**src/hw/rtl/ttt_divider.sv**
```systemverilog
// Restoring divider, one quotient bit per cycle: 40-bit dividend by 32-bit divisor, 9-bit quotient.
// No package dependencies; standalone.
module ttt_divider (
  input  logic        clk,
  input  logic        rst,
  input  logic        start,
  input  logic [39:0] dividend,
  input  logic [31:0] divisor,
  output logic        done,
  output logic [8:0]  quotient
);
  logic [39:0] rem;
  logic [31:0] dsr;
  logic [3:0]  cnt;
  logic        busy;
  logic [40:0] trial;

  // quotient fits 9 bits (frac <= 256), so start shifted by 8
  assign trial = {1'b0, rem} - ({9'd0, dsr} << cnt);

  always_ff @(posedge clk) begin
    if (rst) begin
      busy <= 1'b0;
      done <= 1'b0;
    end else begin
      done <= busy && !start && (cnt == 4'd0);
      if (start) begin
        busy <= 1'b1;
        rem <= dividend;
        dsr <= divisor;
        cnt <= 4'd8;
        quotient <= '0;
      end else if (busy) begin
        if (!trial[40]) begin
          rem <= trial[39:0];
          quotient[cnt] <= 1'b1;
        end
        if (cnt == 4'd0) begin
          busy <= 1'b0;
        end else begin
          cnt <= cnt - 4'd1;
        end
      end
    end
  end
endmodule

```
**config.mk**
```make
export PLATFORM = sky130hd
export DESIGN_NAME = ttt_divider
export DESIGN_NICKNAME = d
export VERILOG_FILES = /design/src/hw/rtl/ttt_divider.sv
export SDC_FILE = /design/constraint.sdc
export NUM_CORES = 1
export LEC_CHECK = 0
export ABC_AREA = 1
export BUFFER_PORTS_ARGS = -buffer_cell sky130_fd_sc_hd__buf_2
export CAP_MARGIN = 20
export CORE_MARGIN = 4
export CORE_UTILIZATION = 60
export CTS_CLUSTER_SIZE = 12
export DETAILED_ROUTE_END_ITERATION = 12
export PLACE_DENSITY_LB_ADDON = 0.3
export SETUP_SLACK_MARGIN = 0.02
export SLEW_MARGIN = 20
export SYNTH_ARGS = -nofsm -noshare
export SYNTH_HDL_FRONTEND = slang
export SYNTH_SLANG_ARGS = --single-unit
```
**constraint.sdc**
```tcl
create_clock -name clk -period 7.2 [get_ports clk]
set_input_delay 0.36 -clock clk [delete_from_list [all_inputs] [get_ports clk]]
set_output_delay 0.36 -clock clk [all_outputs]
set_load 0.02 [all_outputs]
```
==> flow_summary.toml <==
[clocking]
path_clk_slew_ns = 0.07
htree_levels = 3
cts_buffers = 9
root_buffer = "clkbuf_16"
max-clock-path-buffers = 2
cts.sinks = 87
clk_latency_ns = 0.36
cts_resized = 0
post_cts_buffers = 0
holdBufCountCts = 0
tritoncts = "yes"

[placement]
dp_slack_ns = 1.81
dp_hpwl_mm = 16.3
post_dp_cell_area_um2 = 8210
place.gp.congestion = 1.01
numPortBuffers = 84

[pwr]
irDropWorstVdd_v = 0.000196
p_leak_nw = 4.18
powerDensity_nw_per_um2 = 280

[global_route]
grt_start_max_net_pins = 66
grt_pass1_vias = 6881
grt_antenna_before_repair = 0
grt_overflow = 0
grt_pass1_wl_mm = 33.3
grt_usage = 0.288

[die]
rows = 41
start_util = 0.611
die-area_um2 = 14700
die_x_um = 121
core-area_um2 = 12600
die_height_um = 121
pin_count = 85

[timing]
fin_skew_ns = 0.00735
min_period_ns = 5.45
max_freq_mhz = 183
tns_ns = 0
period_share = 0.758
holdWs_ns = 0.177
worst_slew_pin_slew_ns = 1.03
maxSlewViolCount = 0
setup_viol_count_final = 0
setup_slack_ns = 1.75
finalHoldViolations = 0
slew_headroom = 0.313
grt_setup_unrepaired = "false"

[finish]
drive_gt1_frac = 0.120
register_area_um2 = 2590
multi_input_area_um2 = 4430
design_area_um2 = 8510
area_growth_pct = 10.5
final_core_util = 0.675
fillers = 1162
num_antenna_cells = 0
fin_nets = 1346

[yosys]
avgSynthCellArea_um2 = 6.63
synth-compound-area-share = 0.119
synth-seq-cells = 87
yosysMostFrequentCell = "nand2_1"
synth_area_leader_cell = "edfxtp_1"
synth_top_area_share = 0.331
synth_flop_cell = "edfxtp_1"
synth_xor_area_frac = 0.0125
ys.warnings.count = 0
synth-simple-area-share = 0.365
syn_inst = 1162
synth.yosys.seq_area_share = 0.336
yosys-top-cells-area = "edfxtp_1, nand2_1, ha_1"
synth_top_family_by_area = "simple AND/OR/NAND/NOR gates"
synth_fp_nets = 1282
synthesis.area_um2 = 7710
synth.top_cells.by_count = "nand2_1, inv_1, edfxtp_1"
synth-edff-count = 85
synth_cell_types = 45
async_reset_ff_frac = 0
synth_mux_area_frac = 0.00260
synth-adder-area-share = 0.0740

[critical_path]
crit_path_end_kind = "register"
cp_cell_sequence = "clkinv_1 -> nor2_1 -> inv_1 -> nor2_1 -> a21oi_1 -> ha_1 -> inv_1 -> o21ai_0 -> a21oi_1 -> nand2_1 -> a21oi_1 -> nand3_1 -> nand2_1 -> nor2_1 -> nor2_4 -> buf_4"
cp_data_arrival_time_ns = 5.47
critPathMaxFanout = 37
setup.worst_path.class = "register to register"
cpPeakStageDelay_ns = 0.92
critical_path_required_ns = 7.21
cp_slowest_cell = "clkinv_1"
startpoint_type = "register"

[route]
dr.first_iter.drc_count = 859
drtAntennaViolNets = 0
drt_wl_total_mm = 20.9
drt-pass1-iter-count = 6
drcViolationCount = 0
viasPerCell = 5.50
dr_total_vias = 7717
wl_per_cell_um = 14.9

[status]
status = "complete, no violations"

[run]
max-cap-violations = 0

[hold_path]
holdCritPathClass = "input port to register"
==> report_power, final <==
group          switching (W)  total (W)  internal [W]
clock network       0.000218   0.000492      0.000274
logic               0.000785    0.00119      0.000409
registers          0.0000419   0.000696      0.000655
==> sequential cells by signal, indices dropped and copies added, names as in the netlist <==
signal / count
rem: 40
dsr: 32
quotient: 9
cnt: 4
busy: 1
done: 1
==> layer usage <==
metal	GRT usage	routed length [um]	vias up
li1	-	-	3906
met1	0.410	9510	3456
met2	0.436	9020	307
met3	0.0550	1680	48
met4	0.104	660	0
met5	0	0	-
==> final cells by class <==
cell class | instances | share of cell area
repair buffers | 90 | 0.0547
clock inverters | 6 | 0.00896
inverters | 135 | 0.0598
flip-flops and latches | 87 | 0.304
well taps | 172 | 0.0253
clock buffers | 9 | 0.0265
multi-input cells | 903 | 0.520
==> placed cells by master, fill, tap and decap left out, types with 3 or more instances in the layout <==
cell,count
edfxtp_1,85
nand3_2,6
o21bai_1,5
nand2_1,450
xor2_1,3
and2_1,3
buf_4,6
nor3_1,9
inv_6,3
nand3b_1,8
buf_2,84
inv_1,131
o21ai_1,14
a21o_1,3
ha_1,44
xnor2_1,8
a31oi_1,7
a21oi_1,51
a22oi_1,4
clkbuf_16,9
or2_1,4
nor2_2,7
nand3_1,76
o21ai_0,79
nand2_2,9
nor2_1,82
or2_2,12
==> worst max-delay path, delay by kind of cell, from the launching register on <==
kind | cells | cell delay, ns
AND/OR/NAND/NOR | 7 | 1.67
adder cells (fa/ha/maj) | 1 | 0.40
buffers and inverters | 4 | 1.65
flip-flops | 1 | 0.84
AO/OA/AOI/OAI | 4 | 0.50
==> metrics by stage <==
| stage | cells | power (W) |
|---|---|---|
| 6_report | 1402 | 0.00238 |
| 5_1_grt | 1402 | 0.00257 |
| 4_1_cts | 1402 | 0.00236 |
| 3_5_place_dp | 1387 | 0.00187 |
| 3_3_place_gp | 1387 | 0.00185 |
| 2_1_floorplan | 1162 | 0.00158 |
==> worst paths after layout <==
check	from	to	slack (ns)	cells after the start
worst min-delay path	divisor[0]	dsr[0]	0.18	1
worst min register to register	quotient[1]	quotient[1]	0.57	2
worst max register to register	cnt[2]	rem[1]	1.75	16
worst max-delay path	cnt[2]	rem[1]	1.75	16
==> logic make-up after synthesis <==
family	after synthesis
AND/OR/NAND/NOR	674
buffers and inverters	172
AO/OA/AOI/OAI	171
flip-flops	87
adder cells (fa/ha/maj)	45
XOR/XNOR	11
multiplexers	2
(Power assumes the default switching activity.)
