<file path="config.mk">
export PLATFORM = sky130hd
export DESIGN_NAME = ttt_avg_store
export DESIGN_NICKNAME = d
export VERILOG_FILES = /design/src/hw/rtl/ttt_pkg.sv /design/src/hw/rtl/ttt_avg_store.sv
export SDC_FILE = /design/constraint.sdc
export NUM_CORES = 1
export LEC_CHECK = 0
export BUFFER_PORTS_ARGS = -buffer_cell sky130_fd_sc_hd__buf_2
export CORE_MARGIN = 3
export CORE_UTILIZATION = 55
export DETAILED_ROUTE_END_ITERATION = 8
export GPL_TIMING_DRIVEN = 0
export PLACE_DENSITY = 0.87
export SETUP_SLACK_MARGIN = 0.1
export SYNTH_ARGS = -nofsm -noshare
export SYNTH_HDL_FRONTEND = slang
export SYNTH_SLANG_ARGS = --single-unit
</file>
<file path="constraint.sdc">
create_clock -name clk -period 3.1 [get_ports clk]
set_clock_uncertainty 0.1 [all_clocks]
set_input_delay 0.465 -clock clk [delete_from_list [all_inputs] [get_ports clk]]
set_output_delay 0.465 -clock clk [all_outputs]
set_load 0.05 [all_outputs]
</file>
<file path="src/hw/rtl/ttt_pkg.sv">
// Package for the thermistor table temperature block: widths, constants, resistance ROM.
// No dependencies.
package ttt_pkg;
  localparam int TableEntries = 76;
  localparam int Channels = 6;
  localparam int IdxW = 7;
  localparam int ChW = 3;
  localparam logic [15:0] ShortMaxCode = 16'd9;
  localparam logic [15:0] OpenMinCode = 16'd32759;
  localparam logic signed [15:0] TempShort = 16'sd32000;
  localparam logic signed [15:0] TempOpen = -16'sd10240;
  localparam logic signed [15:0] TempCapLow = 16'sd2560;
  localparam logic signed [15:0] TempCapHigh = 16'sd21760;
  localparam logic signed [17:0] TempMin = -18'sd10240;
  localparam logic signed [17:0] TempMax = 18'sd32000;

  localparam logic [2:0] StInterp = 3'd0;
  localparam logic [2:0] StShort = 3'd1;
  localparam logic [2:0] StOpen = 3'd2;
  localparam logic [2:0] StCapLow = 3'd3;
  localparam logic [2:0] StCapHigh = 3'd4;

  localparam logic [1:0] RegSeries = 2'd0;
  localparam logic [1:0] RegOffset = 2'd1;
  localparam logic [1:0] RegFormat = 2'd2;

  typedef struct packed {
    logic [2:0] channel;
    logic signed [16:0] signed_code;
    logic signed [15:0] instant_temp;
    logic signed [15:0] filtered_temp;
    logic [2:0] range_status;
  } result_t;

  function automatic logic [15:0] res_rom(input logic [IdxW-1:0] i);
    logic [15:0] r;
    case (i)
      7'd0: r = 18787; 7'd1: r = 17983; 7'd2: r = 17219; 7'd3: r = 16490;
      7'd4: r = 15797; 7'd5: r = 15136; 7'd6: r = 14506; 7'd7: r = 13906;
      7'd8: r = 13334; 7'd9: r = 12788; 7'd10: r = 12268; 7'd11: r = 11771;
      7'd12: r = 11297; 7'd13: r = 10845; 7'd14: r = 10413; 7'd15: r = 10000;
      7'd16: r = 9606; 7'd17: r = 9229; 7'd18: r = 8869; 7'd19: r = 8525;
      7'd20: r = 8196; 7'd21: r = 7882; 7'd22: r = 7581; 7'd23: r = 7293;
      7'd24: r = 7018; 7'd25: r = 6754; 7'd26: r = 6501; 7'd27: r = 6260;
      7'd28: r = 6028; 7'd29: r = 5806; 7'd30: r = 5594; 7'd31: r = 5390;
      7'd32: r = 5195; 7'd33: r = 5007; 7'd34: r = 4828; 7'd35: r = 4656;
      7'd36: r = 4490; 7'd37: r = 4332; 7'd38: r = 4180; 7'd39: r = 4034;
      7'd40: r = 3893; 7'd41: r = 3759; 7'd42: r = 3629; 7'd43: r = 3505;
      7'd44: r = 3386; 7'd45: r = 3271; 7'd46: r = 3160; 7'd47: r = 3054;
      7'd48: r = 2952; 7'd49: r = 2854; 7'd50: r = 2760; 7'd51: r = 2669;
      7'd52: r = 2582; 7'd53: r = 2498; 7'd54: r = 2417; 7'd55: r = 2339;
      7'd56: r = 2264; 7'd57: r = 2191; 7'd58: r = 2122; 7'd59: r = 2055;
      7'd60: r = 1990; 7'd61: r = 1928; 7'd62: r = 1868; 7'd63: r = 1810;
      7'd64: r = 1754; 7'd65: r = 1700; 7'd66: r = 1648; 7'd67: r = 1598;
      7'd68: r = 1550; 7'd69: r = 1503; 7'd70: r = 1458; 7'd71: r = 1414;
      7'd72: r = 1372; 7'd73: r = 1332; 7'd74: r = 1293; 7'd75: r = 1255;
      default: r = 16'd0;
    endcase
    return r;
  endfunction
endpackage

</file>
<file path="src/hw/rtl/ttt_avg_store.sv">
// Per-channel moving-average memory with synchronous (registered) read.
// Depends on ttt_pkg.
module ttt_avg_store (
  input  logic                     clk,
  input  logic                     rst,
  input  logic [ttt_pkg::ChW-1:0]  rd_addr,
  output logic signed [15:0]       rd_data,
  input  logic                     wr_en,
  input  logic [ttt_pkg::ChW-1:0]  wr_addr,
  input  logic signed [15:0]       wr_data
);
  logic signed [15:0] mem [ttt_pkg::Channels];
  logic [ttt_pkg::Channels-1:0] valid;
  logic signed [15:0] q;
  logic v;

  always_ff @(posedge clk) begin
    if (rst) valid <= '0;
    else if (wr_en) valid[wr_addr] <= 1'b1;
  end
  always_ff @(posedge clk) begin
    if (wr_en) mem[wr_addr] <= wr_data;
    q <= mem[rd_addr];
    v <= valid[rd_addr];
  end
  // unwritten entries read as reset value zero
  assign rd_data = v ? q : 16'sd0;
endmodule

</file>
==> metrics.txt <==
sequential area share after synthesis around 75%; Min Clock Period, post-route ~2.4 ns; Die Y 96.0 µm; crit path max-delay cell type dfxtp_1; synth top area cells edfxtp_1 (65%), dfxtp_1 (10%), mux4_2 (8.6%); Post-Syn Instances roughly 220; post-synthesis area per instance 20.5 µm²; Initial Util 57.1%; WL final between 8000 and 9000 µm; #FFs+latches synth roughly 120; Worst R2R Start mem[0][14]; cells along the critical path clkbuf_1 > and2_1 > buf_2; reg2reg setup slack 1.72 ns; TritonCTS clock tree done; post-synth top area cell edfxtp_1; status complete, no violations; share of the synthesized area in the top cell type 64.7%; Final period util around 78%; diode count 0; nets 299; Crit Path Max Fanout 10; most common cell after layout, fill and taps aside edfxtp_1; Overall Power 3.73 mW; critical path's largest stage delay 0.49 ns; highest clock rate about 410 MHz; PwrDens approximately 700 nW/µm²; CTS buffer count 17; maxcap violations 0; # hold bufs at CTS 0; first-pass GRT wire length about 12000 µm; Max transition margin around 34%; die area roughly 9000 µm²; Synth cell types 22; clk slew on worst S/H paths approximately 0.05 ns; Iteration-0 DRC Markers approximately 170; average wire per standard cell a little over 20 µm; DRT Pass-1 Iters 4; CP Capture Type output pin; dominant synthesized flop cell edfxtp_1; via count between 2000 and 2500; Slew Viols, Final 0; layout cells sized above 1 around 38%; Die X between 90 and 100 µm; Worst-Margin Slew between 0.9 and 1 ns; ys async rst share 0%; clk sinks 119; synth warn 0; worst reg-to-reg path cell count 2; final setup violation count 0; Final Non-Filler Cells slightly below 400; post_cts resized 0; nature of the critical path startpoint flop; Worst Slack Setup Final 0.684 ns; Hold Violations, Final 0; Worst R2R End q[14]; placed cells between 300 and 400; number of routed nets with antenna violations 0; Hold Path End valid[1]; core area 7810 µm²; Min Hold Slack ~0.086 ns; routed vias/inst 5.53; Leak 1.96 nW; hold wc startpoint rst; Fillers ~490; detailed placement HPWL around 4600 µm; hold path cells 2; row count 32; vias in the first global route between 2000 and 2500; Worst Path Required 2.53 ns; root buffer cell clkbuf_8; H-tree lvl count 4; Total GRT Usage around a fifth; Syn-to-layout area delta 19.7%; total gr overflow 0; IO Pins slightly above 40; unrepaired setup endpoints after global routing no; Post-synth EDFFs 96; Critical Path AT 1.85 ns; largest net degree at the start of global routing 18; critical path type flop to output pin; most frequent cells in the layout edfxtp_1 (96), buf_2 (39), dfxtp_1 (23); clk_lat worst skew 0.51 ns; HP Class primary input to flop; # DRC 0; Final GP Congestion approximately 0.68; Peak VDD IR 431 µV; # Post-CTS Setup Buffers 0; Synth Cell Area approximately 4500 µm²; post-synthesis net count 242; initial antenna violation count 0; Port Buf Inserts 37; Placement Setup Slack between 0.6 and 0.7 ns; Bufs on Longest Clock Path 2
[critical path, delay by kind of cell (launching register included)]
family	cells	cell delay [ns]
DFF	1	0.49
and+or+nand+nor	1	0.19
buffers and inverters	2	0.67
[worst max path at each step]
stage / end / slack, ns / start / cells after the start
3_5_place_dp: mem[0][9] / 0.66 / wr_addr[1] / 3
2_1_floorplan: mem[4][0] / 0.37 / wr_addr[0] / 1
4_1_cts: rd_data[2] / 0.65 / v / 3
3_3_place_gp: mem[4][8] / -1.10 / wr_addr[2] / 2
6_report: rd_data[2] / 0.68 / v / 3
5_1_grt: rd_data[0] / 0.55 / v / 3
[routing by layer]
metal  routed length (µm)  global-route usage [%]  vias to the layer above
li1                     -                       -                      968
met1                 3210                    24.2                     1070
met2                 4130                    29.3                       97
met3                  606                    6.25                       17
met4                  124                    9.83                        0
met5                    0                       0                        -
[power breakdown]
group	total, mW	internal [mW]	switching (mW)
Combinational	0.185	0.0843	0.101
Clock	1.73	1.09	0.638
Sequential	1.81	1.79	0.0171
[through the flow]
| step | utilization [%] | instance area [µm²] | setup TNS, ns |
|---|---|---|---|
| 6_report | 68.3 | 5330 | 0 |
| 5_1_grt | 68.3 | 5330 | 0 |
| 4_1_cts | 68.3 | 5330 | 0 |
| 3_5_place_dp | 61.4 | 4800 | 0 |
| 3_3_place_gp | 61.1 | 4770 | -18.50 |
| 2_1_floorplan | - | 4450 | 0 |
[kinds of logic after synthesis]
family	Yosys count	synth area share, %
buf+inv	18	2.33
simple gates	23	3.76
compound gates	7	1.10
mux	50	17.8
flops	119	75.1
[sequential cells by signal, summed over array words and instances, names as in the netlist]
signal	cells
mem	96
q	16
valid	6
v	1
[layout make-up]
class / count / area (µm²) / area share [%]
multi-input combinational: 80 / 1020 / 19.2
inverter: 9 / 33.8 / 0.634
sequential: 119 / 3340 / 62.7
clock buffer: 23 / 457 / 8.57
clock inverter: 9 / 77.6 / 1.46
buffer: 9 / 70.1 / 1.31
timing repair buffer: 38 / 200 / 3.75
tap: 102 / 128 / 2.39
[synth_stat cells, drive strengths merged (2+ instances only)]
| cell | count |
|---|---|
| a21oi | 4 |
| and2 | 16 |
| buf | 7 |
| clkbuf | 2 |
| dfxtp | 23 |
| edfxtp | 96 |
| inv | 9 |
| mux2 | 32 |
| mux4 | 17 |
| nand4bb | 2 |
| o21ba | 2 |
(Power assumes the default switching activity.)
